===== config.mk =====
export PLATFORM = sky130hd
export DESIGN_NAME = accumulator_cpu_execute_core
export DESIGN_NICKNAME = d
export VERILOG_FILES = /design/src/rtl/acpu_pkg.sv /design/src/rtl/acpu_alu.sv /design/src/rtl/acpu_exec.sv /design/src/rtl/accumulator_cpu_execute_core.sv
export SDC_FILE = /design/constraint.sdc
export NUM_CORES = 1
export LEC_CHECK = 0
export BUFFER_PORTS_ARGS = -buffer_cell sky130_fd_sc_hd__buf_2
export CORE_UTILIZATION = 50
export DETAILED_ROUTE_END_ITERATION = 16
export MAX_ROUTING_LAYER = met4
export PLACE_DENSITY = 0.7
export SETUP_SLACK_MARGIN = 0.3
export SYNTH_ARGS = -nofsm -noshare
export SYNTH_HDL_FRONTEND = slang
export SYNTH_HIERARCHICAL = 1
export SYNTH_SLANG_ARGS = --single-unit

===== constraint.sdc =====
create_clock -name i_clk -period 4.4 [get_ports i_clk]
set_clock_uncertainty 0.15 [all_clocks]
set_input_delay 0.88 -clock i_clk [delete_from_list [all_inputs] [get_ports i_clk]]
set_output_delay 0.88 -clock i_clk [all_outputs]
set_load 0.01 [all_outputs]

===== src/rtl/acpu_pkg.sv =====
// ----------------------------------------------------------------------------
// acpu_pkg
// Shared types and codes of the accumulator CPU execute core.
// ----------------------------------------------------------------------------
package acpu_pkg;

    // Instruction opcodes, bits 7..4 of the instruction byte
    typedef enum logic [3:0] {
        OP_ADD  = 4'd0,
        OP_SUB  = 4'd1,
        OP_XOR  = 4'd2,
        OP_AND  = 4'd3,
        OP_OR   = 4'd4,
        OP_MOV  = 4'd5,
        OP_SHR  = 4'd6,
        OP_CMP  = 4'd7,
        OP_ADDC = 4'd8,
        OP_SHRC = 4'd9,
        OP_CMPC = 4'd10,
        OP_JMP  = 4'd11,
        OP_LD   = 4'd12,
        OP_ST   = 4'd13,
        OP_IMML = 4'd14,
        OP_IMMH = 4'd15
    } t_opcode;

    // Jump group selector, register field of a jump instruction
    typedef enum logic [2:0] {
        JC_JMP  = 3'd0,
        JC_CALL = 3'd1,
        JC_B    = 3'd2,
        JC_BEQ  = 3'd3,
        JC_BGT  = 3'd4,
        JC_BGE  = 3'd5,
        JC_BGTS = 3'd6,
        JC_BGES = 3'd7
    } t_jcond;

    // Memory request kinds
    typedef enum logic [1:0] {
        REQ_FETCH = 2'd0,
        REQ_READ  = 2'd1,
        REQ_WRITE = 2'd2
    } t_req_kind;

    // Special registers
    localparam logic [2:0] REG_CS = 3'd0;
    localparam logic [2:0] REG_DS = 3'd1;
    localparam logic [2:0] REG_RA = 3'd7;

    localparam int unsigned TDATA_OUT_W = 40;

    // One result item
    typedef struct packed {
        t_req_kind   kind;
        logic [15:0] addr;
        logic [7:0]  wdata;
        logic [7:0]  acc;
        logic        zf;
        logic        cf;
        logic        vf;
        logic        last;
    } t_result;

    // Status of the execute stage toward the pipeline control
    typedef struct packed {
        logic emit;     // a result is presented this cycle
        logic consume;  // the held item is finished this cycle
    } t_exec_stat;

endpackage


===== src/rtl/acpu_alu.sv =====
// ----------------------------------------------------------------------------
// acpu_alu
// 8-bit ALU: add/sub with carry, logic ops, shifts, and flag generation.
// ----------------------------------------------------------------------------
module acpu_alu (
    input  acpu_pkg::t_opcode i_op,
    input  logic [7:0]        i_a,
    input  logic [7:0]        i_b,
    input  logic              i_cf,
    output logic [7:0]        o_res,
    output logic              o_zf,
    output logic              o_cf,
    output logic              o_vf
);
    import acpu_pkg::*;

    logic [7:0] w_b_eff;
    logic       w_cin;
    logic [8:0] w_sum;
    logic [8:0] w_res;
    logic       w_shift;

    always_comb begin
        w_b_eff = i_b;
        w_cin   = 1'b0;
        case (i_op) inside
            OP_SUB, OP_CMP: begin
                w_b_eff = ~i_b;
                w_cin   = 1'b1;
            end
            OP_CMPC: begin
                w_b_eff = ~i_b;
                w_cin   = i_cf;
            end
            OP_ADDC: w_cin = i_cf;
            default: ;
        endcase
    end

    assign w_sum = {1'b0, i_a} + {1'b0, w_b_eff} + {8'd0, w_cin};

    always_comb begin
        w_shift = 1'b0;
        case (i_op) inside
            OP_XOR:  w_res = {1'b0, i_a ^ i_b};
            OP_AND:  w_res = {1'b0, i_a & i_b};
            OP_OR:   w_res = {1'b0, i_a | i_b};
            OP_SHR: begin
                w_res   = {2'b00, i_a[7:1]};
                w_shift = 1'b1;
            end
            OP_SHRC: begin
                w_res   = {1'b0, i_cf, i_a[7:1]};
                w_shift = 1'b1;
            end
            default: w_res = w_sum;
        endcase
    end

    assign o_res = w_res[7:0];
    assign o_zf  = (w_res[7:0] == 8'd0);
    // shifts return the bit shifted out
    assign o_cf  = w_shift ? i_a[0] : w_res[8];
    assign o_vf  = (i_a[6] & w_b_eff[6] & w_res[7]) |
                   (i_a[7] & w_b_eff[7] & ~w_res[7]);

endmodule


===== src/rtl/acpu_exec.sv =====
// ----------------------------------------------------------------------------
// acpu_exec
// Architectural state and execution of one memory response.
// ----------------------------------------------------------------------------
module acpu_exec (
    input  logic                 i_clk,
    input  logic                 i_rst_n,
    input  logic                 i_valid,   // an item sits in the input register
    input  logic                 i_fire,    // the result register takes a result
    input  logic                 i_action,
    input  logic [7:0]           i_data,
    output acpu_pkg::t_result    o_result,
    output acpu_pkg::t_exec_stat o_stat
);
    import acpu_pkg::*;

    logic [7:0]  r_gpr [8];
    logic [7:0]  r_acc;
    logic [15:0] r_ip;
    logic        r_zf;
    logic        r_cf;
    logic        r_vf;
    logic        r_pending;
    logic [2:0]  r_target;
    logic        r_st_phase;   // store: write already issued, fetch next

    logic [7:0]  n_gpr [8];
    logic [7:0]  n_acc;
    logic [15:0] n_ip;
    logic        n_zf;
    logic        n_cf;
    logic        n_vf;
    logic        n_pending;
    logic [2:0]  n_target;
    logic        n_st_phase;

    t_opcode     w_op;
    logic        w_d;
    logic [2:0]  w_r;
    logic [7:0]  w_a;
    logic [7:0]  w_b;
    logic [7:0]  w_alu_res;
    logic        w_alu_zf;
    logic        w_alu_cf;
    logic        w_alu_vf;
    logic [15:0] w_ip_inc;
    logic [15:0] w_page_addr;
    logic [7:0]  w_jmp_low;
    logic [15:0] w_jmp_off;
    logic        w_take;
    logic        w_consume;
    t_req_kind   w_kind;
    logic [15:0] w_addr;
    logic [7:0]  w_wdata;
    logic        w_last;

    assign w_op        = t_opcode'(i_data[7:4]);
    assign w_d         = i_data[3];
    assign w_r         = i_data[2:0];
    assign w_a         = w_d ? r_gpr[w_r] : r_acc;
    assign w_b         = w_d ? r_acc : r_gpr[w_r];
    assign w_ip_inc    = r_ip + 16'd1;
    assign w_page_addr = w_d ? {r_gpr[REG_DS], r_acc} : {8'h00, r_acc};
    assign w_jmp_low   = w_d ? (r_acc | 8'hF0) : r_acc;
    assign w_jmp_off   = w_d ? {8'hFF, r_acc | 8'hF0} : {8'h00, r_acc};

    acpu_alu u_alu (
        .i_op  (w_op),
        .i_a   (w_a),
        .i_b   (w_b),
        .i_cf  (r_cf),
        .o_res (w_alu_res),
        .o_zf  (w_alu_zf),
        .o_cf  (w_alu_cf),
        .o_vf  (w_alu_vf)
    );

    always_comb begin
        unique case (t_jcond'(w_r))
            JC_JMP:  w_take = 1'b0;
            JC_CALL: w_take = 1'b0;
            JC_B:    w_take = 1'b1;
            JC_BEQ:  w_take = r_zf;
            JC_BGT:  w_take = r_cf & ~r_zf;
            JC_BGE:  w_take = r_cf;
            JC_BGTS: w_take = r_vf & ~r_zf;
            JC_BGES: w_take = r_vf;
        endcase
    end

    always_comb begin
        n_gpr      = r_gpr;
        n_acc      = r_acc;
        n_ip       = r_ip;
        n_zf       = r_zf;
        n_cf       = r_cf;
        n_vf       = r_vf;
        n_pending  = r_pending;
        n_target   = r_target;
        n_st_phase = r_st_phase;
        w_consume  = 1'b1;
        w_kind     = REQ_FETCH;
        w_addr     = r_ip;
        w_wdata    = 8'd0;
        w_last     = 1'b1;

        if (i_action) begin
            // load data; stray data just refetches at ip
            if (r_pending) begin
                n_gpr[r_target] = i_data;
                n_pending       = 1'b0;
            end
        end else begin
            n_pending = 1'b0;
            n_ip      = w_ip_inc;
            w_addr    = w_ip_inc;
            unique case (w_op) inside
                OP_ADD, OP_SUB, OP_XOR, OP_AND, OP_OR, OP_SHR,
                OP_CMP, OP_ADDC, OP_SHRC, OP_CMPC: begin
                    if (w_op != OP_CMP) begin
                        if (w_d) n_acc = w_alu_res;
                        else     n_gpr[w_r] = w_alu_res;
                    end
                    n_zf = w_alu_zf;
                    n_cf = w_alu_cf;
                    n_vf = w_alu_vf;
                end
                OP_MOV: begin
                    if (w_d) n_acc = w_a;
                    else     n_gpr[w_r] = w_a;
                end
                OP_JMP: begin
                    if (w_r == JC_JMP || w_r == JC_CALL) begin
                        if (w_r == JC_CALL) n_gpr[REG_RA] = w_ip_inc[7:0];
                        n_ip = {r_gpr[REG_CS], w_jmp_low};
                    end else if (w_take) begin
                        n_ip = r_ip + w_jmp_off;
                    end
                    w_addr = n_ip;
                end
                OP_LD: begin
                    n_pending = 1'b1;
                    n_target  = w_r;
                    w_kind    = REQ_READ;
                    w_addr    = w_page_addr;
                end
                OP_ST: begin
                    if (!r_st_phase) begin
                        // first pass: the write; item stays for the fetch
                        w_consume  = 1'b0;
                        n_st_phase = 1'b1;
                        w_kind     = REQ_WRITE;
                        w_addr     = w_page_addr;
                        w_wdata    = r_gpr[w_r];
                        w_last     = 1'b0;
                    end else begin
                        n_st_phase = 1'b0;
                    end
                end
                OP_IMML: n_acc = {4'h0, i_data[3:0]};
                OP_IMMH: n_acc = {i_data[3:0], 4'h0};
            endcase
        end
    end

    always_ff @(posedge i_clk) begin
        if (!i_rst_n) begin
            for (int i = 0; i < 8; i++) r_gpr[i] <= 8'd0;
            r_acc      <= 8'd0;
            r_ip       <= 16'd0;
            r_zf       <= 1'b0;
            r_cf       <= 1'b0;
            r_vf       <= 1'b0;
            r_pending  <= 1'b0;
            r_target   <= 3'd0;
            r_st_phase <= 1'b0;
        end else if (i_valid && i_fire) begin
            r_st_phase <= n_st_phase;
            if (w_consume) begin
                r_gpr     <= n_gpr;
                r_acc     <= n_acc;
                r_ip      <= n_ip;
                r_zf      <= n_zf;
                r_cf      <= n_cf;
                r_vf      <= n_vf;
                r_pending <= n_pending;
                r_target  <= n_target;
            end
        end
    end

    // results carry the state as it stands after the whole item
    assign o_result.kind  = w_kind;
    assign o_result.addr  = w_addr;
    assign o_result.wdata = w_wdata;
    assign o_result.acc   = n_acc;
    assign o_result.zf    = n_zf;
    assign o_result.cf    = n_cf;
    assign o_result.vf    = n_vf;
    assign o_result.last  = w_last;

    assign o_stat.emit    = i_valid;
    assign o_stat.consume = i_valid & i_fire & w_consume;

endmodule


===== src/rtl/accumulator_cpu_execute_core.sv =====
// ----------------------------------------------------------------------------
// accumulator_cpu_execute_core
// Execute core of an 8-bit accumulator CPU, streaming in and out.
// ----------------------------------------------------------------------------
// Usage:
//   Slave channel (i_s_*): one memory response per transfer. tuser says what
//   it is (0 = instruction byte, 1 = data of the pending load), tdata holds
//   the byte.
//   Master channel (o_m_*): memory requests. tuser is the request kind
//   (fetch, read, write), tdata the address, store byte and the accumulator
//   and flags after the instruction; tlast marks the final request of a
//   response.
//   Path: a response enters the input register on its transfer, and its first
//   request is loaded into the result register when that register can load.
//   Throughput: one response per cycle while tready is high. A store gives
//   two requests (write, then fetch) and holds the execute stage for both.
//   Stall: when the receiver holds tready low, the result register keeps its
//   request, the execute stage waits and the input register stays full; the
//   slave side keeps taking a transfer whenever the input register is empty
//   or drains in the same cycle.
//   Reset: registers, accumulator, pointer and flags clear; the first fetch
//   at address 0 is implied and no request is issued by reset.
// ----------------------------------------------------------------------------
module accumulator_cpu_execute_core (
    input  logic                                i_clk,
    input  logic                                i_rst_n,
    input  logic                                i_s_tvalid,
    output logic                                o_s_tready,
    input  logic [7:0]                          i_s_tdata,  // [7:0] data
    input  logic [0:0]                          i_s_tuser,  // [0] action
    output logic                                o_m_tvalid,
    input  logic                                i_m_tready,
    // [15:0] req_address, [23:16] write_data, [31:24] accumulator,
    // [32] zero_flag, [33] carry_flag, [34] overflow_flag, [39:35] zero
    output logic [acpu_pkg::TDATA_OUT_W-1:0]    o_m_tdata,
    output logic [1:0]                          o_m_tuser,  // [1:0] req_kind
    output logic                                o_m_tlast
);
    import acpu_pkg::*;

    // input register
    logic       r_in_valid;
    logic       r_in_action;
    logic [7:0] r_in_data;

    // result register
    logic       r_out_valid;
    t_result    r_out;

    t_result    w_result;
    t_exec_stat w_stat;
    logic       w_out_take;   // result register can load this cycle
    logic       w_s_xfer;

    assign w_out_take = !r_out_valid || i_m_tready;
    assign o_s_tready = !r_in_valid || w_stat.consume;
    assign w_s_xfer   = i_s_tvalid && o_s_tready;

    always_ff @(posedge i_clk) begin
        if (!i_rst_n) begin
            r_in_valid <= 1'b0;
        end else if (w_s_xfer) begin
            r_in_valid <= 1'b1;
        end else if (w_stat.consume) begin
            r_in_valid <= 1'b0;
        end
    end

    always_ff @(posedge i_clk) begin
        if (w_s_xfer) begin
            r_in_action <= i_s_tuser[0];
            r_in_data   <= i_s_tdata;
        end
    end

    acpu_exec u_exec (
        .i_clk    (i_clk),
        .i_rst_n  (i_rst_n),
        .i_valid  (r_in_valid),
        .i_fire   (w_out_take),
        .i_action (r_in_action),
        .i_data   (r_in_data),
        .o_result (w_result),
        .o_stat   (w_stat)
    );

    always_ff @(posedge i_clk) begin
        if (!i_rst_n) begin
            r_out_valid <= 1'b0;
        end else if (w_out_take) begin
            r_out_valid <= w_stat.emit;
        end
    end

    always_ff @(posedge i_clk) begin
        if (w_out_take && w_stat.emit) begin
            r_out <= w_result;
        end
    end

    assign o_m_tvalid = r_out_valid;
    assign o_m_tdata  = {5'd0, r_out.vf, r_out.cf, r_out.zf, r_out.acc,
                         r_out.wdata, r_out.addr};
    assign o_m_tuser  = r_out.kind;
    assign o_m_tlast  = r_out.last;

endmodule


==> impl_metrics.json <==
{
  "drtAntennaViolNets": 0,
  "num_io_pins": 58,
  "cp-end-kind": "register",
  "gp_congestion": 0.971,
  "rows": 54,
  "setup_ws_ps": -1.06,
  "p_leak_uw": 0.00491,
  "muxShareOfSynthArea": 0.0524,
  "die-area_um2": 22700,
  "clock_latency_ps": 440,
  "holdBufCountCts": 0,
  "drv_cap": 0,
  "min_from": "u_exec/r_gpr[0]$_SDFFE_PN0P_",
  "yosys.area_share.simple": 0.179,
  "violations": "setup timing",
  "drt_first_iter_violations": 1417,
  "firstDrtPassIters": 6,
  "period_minus_slack_ps": 4400,
  "cts_tree": "done",
  "yosysWarnings": 6,
  "reg2reg_depth": 18,
  "synthFlopType": "dfxtp_1",
  "ys_seq_elements": 145,
  "clock_path_buffers": 2,
  "cp.required_ps": 4560,
  "die_h_um": 151,
  "maxSlewViolCount": 0,
  "drc": 0,
  "synth-xor-area-share": 0.0278,
  "wl_per_cell_um": 23.2,
  "path_clk_slew_ps": 70,
  "holdPathEnd": "u_exec/r_gpr[0]$_SDFFE_PN0P_",
  "grt_max_degree": 53,
  "power_uw": 4190,
  "area_delta_synth_final_pct": 19.3,
  "yosysUniqueCellTypes": 102,
  "synth.avg_cell_area_um2": 8.26,
  "r2r-end": "u_exec/r_gpr[38]$_SDFFE_PN0P_",
  "yosysSeqAreaShare": 0.305,
  "cts_sinks": 145,
  "cts_root_buf": "clkbuf_16",
  "min_path_cells": 2,
  "worst-r2r-setup-slack_ps": -1,
  "r2r-start": "r_in_data[1]$_DFFE_PP_",
  "nNetsFinal": 1456,
  "cp_max_fo": 11,
  "synthArstFlopShare": 0,
  "start_util": 0.508,
  "hold_viol_final": 0,
  "grt_pass1_wl_mm": 58.7,
  "synth_top_area_cell": "dfxtp_1",
  "cts_max_level": 4,
  "synth_top_family_by_area": "compound AO/OA/AOI/OAI gates",
  "drive_gt1_frac": 0.249,
  "setup_tns_ps": -1.06,
  "grt_antenna_before_repair": 1,
  "hpwl_mm": 27.3,
  "fill_cells": 1900,
  "cts_buffers": 17,
  "grt-ovfl-total": 0,
  "die_w_um": 151,
  "cp-start-kind": "register",
  "ir_drop_mv": 0.326,
  "synthAdderAreaFrac": 0.0517,
  "vias": 11460,
  "status": "finished with violations",
  "hp-class": "reg -> reg",
  "viasPerCell": 6.77,
  "io_buffer_count": 52,
  "grt_usage": 0.353,
  "syn-cell-area_um2": 11000,
  "wl_mm": 39.2,
  "period_share": 1.00,
  "crit_arrival_ps": 4560,
  "worst_slew_pin_slew_ps": 1200,
  "fin_util": 0.606,
  "rsz0062_at_grt": "yes",
  "grt_pass1_vias": 10039,
  "synth_edf_count": 47,
  "finalSetupViolations": 1,
  "powerDensity_nw_per_um2": 318,
  "synth.area.top_cells": "dfxtp_1 (18%), edfxtp_1 (13%), o21ai_0 (6.0%), a21oi_1 (5.3%), ha_1 (4.5%)",
  "synth_top_cell_area_share": 0.178,
  "synth_compound_area_frac": 0.309,
  "critical_path_class": "reg -> reg",
  "relSlewSlack": 0.188,
  "syn_inst": 1337,
  "clock.fmax_ghz": 0.227,
  "coreArea_um2": 21800
}
[worst max-delay path, cell delays in order, from the launching register on]
cell and delay, ps:
edfxtp_1 450, buf_4 170, buf_6 130, buf_12 140, mux2i_2 150, nand3b_1 100, nand4_1 320, o21ai_2 360
xnor2_2 160, ha_1 280, or3_4 340, a211oi_2 220, a31oi_1 80, a221oi_2 310, inv_1 130, buf_4 150
mux2_4 360, a22oi_2 200, a21oi_1 80
[metrics by stage]
step,area (um^2),cells,hold WS (ps),setup WS (ps)
after floorplan,11100,1341,296,315
after global placement,11700,1635,334,-255
after detailed placement,11700,1635,333,-258
after CTS,12500,1671,346,134
after global routing,13200,1694,361,-116
final,13200,1694,356,-1.06
[state kept, by name, summed over array words and instances (netlist names), 2 cells and up]
name,count
u_exec/r_target,3
o_m_tuser,2
r_in_data,8
o_m_tdata,35
u_exec/r_gpr,64
u_exec/r_ip,16
u_exec/r_acc,8
[metal layers]
layer / global-route usage / part of all wire / wire (um)
met1: 0.474 / 0.41 / 16100
met2: 0.514 / 0.44 / 17300
met3: 0.0803 / 0.11 / 4430
met4: 0.133 / 0.036 / 1430
met5: - / 0 / 0
[how the worst max path moves through the flow]
| stage | depth (start not counted) | slack [ps] | endpoint | startpoint |
|---|---|---|---|---|
| 2_1_floorplan | 15 | 310 | o_m_tdata[34]$_DFFE_PP_ | r_in_data[3]$_DFFE_PP_ |
| 3_3_place_gp | 17 | -260 | o_m_tdata[30]$_DFFE_PP_ | r_in_data[1]$_DFFE_PP_ |
| 3_5_place_dp | 17 | -260 | o_m_tdata[30]$_DFFE_PP_ | r_in_data[1]$_DFFE_PP_ |
| 4_1_cts | 19 | 130 | u_exec/r_acc[6]$_SDFFE_PN0P_ | r_in_data[1]$_DFFE_PP_ |
| 5_1_grt | 18 | -120 | u_exec/r_gpr[38]$_SDFFE_PN0P_ | r_in_data[1]$_DFFE_PP_ |
| 6_report | 18 | -1 | u_exec/r_gpr[38]$_SDFFE_PN0P_ | r_in_data[1]$_DFFE_PP_ |
[cells in the mapped netlist (17+ instances only)]
| cell | n |
|---|---|
| o21ai_0 | 133 |
| a21oi_1 | 116 |
| nand2_1 | 102 |
| dfxtp_1 | 98 |
| nor2_1 | 90 |
| clkbuf_1 | 57 |
| edfxtp_1 | 47 |
| a22oi_1 | 44 |
| inv_1 | 44 |
| ha_1 | 40 |
| nand3_1 | 33 |
| a31oi_1 | 32 |
| nor3_1 | 30 |
| buf_4 | 25 |
| xnor2_1 | 25 |
| buf_2 | 19 |
| a221oi_1 | 18 |
| nor2b_1 | 18 |
| o22ai_1 | 18 |
| o21a_1 | 17 |
[final cells by class]
class	count	area, um^2	share of cell area
Tap cell	280	350	0.0266
Multi-Input combinational cell	1027	7470	0.567
Clock buffer	19	475	0.0361
Inverter	49	184	0.0140
Clock inverter	13	128	0.00969
Timing Repair Buffer	160	1190	0.0903
Sequential cell	145	3370	0.256
Antenna cell	1	2.50	0.000190
[logic make-up (layout without fill, tap and decap cells)]
| group | after synthesis | count (layout) |
|---|---|---|
| other | 1 | 6 |
| flip-flops | 145 | 145 |
| AND/OR/NAND/NOR | 381 | 381 |
| buffers and inverters | 169 | 241 |
| XOR/XNOR | 35 | 35 |
| AO/OA/AOI/OAI | 519 | 519 |
| multiplexers | 43 | 43 |
| adder cells (fa/ha/maj) | 44 | 44 |
[report_power, final]
group | switching (uW) | internal, uW | total, uW
clock | 673 | 820 | 1490
sequential | 40.7 | 1430 | 1470
combinational | 738 | 486 | 1220
[layout by cell type (no fill, tap or decap), types with 17 or more instances in the layout]
cell and count:
o21ai_0 124, a21oi_1 108, dfxtp_1 98, nand2_1 93, buf_4 89, nor2_1 87
buf_2 52, edfxtp_1 47, inv_1 43, ha_1 38, nand3_1 33, a31oi_1 31
a22oi_1 29, nor3_1 28, xnor2_1 21, clkbuf_16 19, o21a_1 17
[timing repair]
action,CTS,global route
resized for setup,25,119
buffers inserted,4,22
setup endpoints to repair,50,74
gates cloned,0,0
pin swaps,10,57
Power figures use the tool's default switching activity.
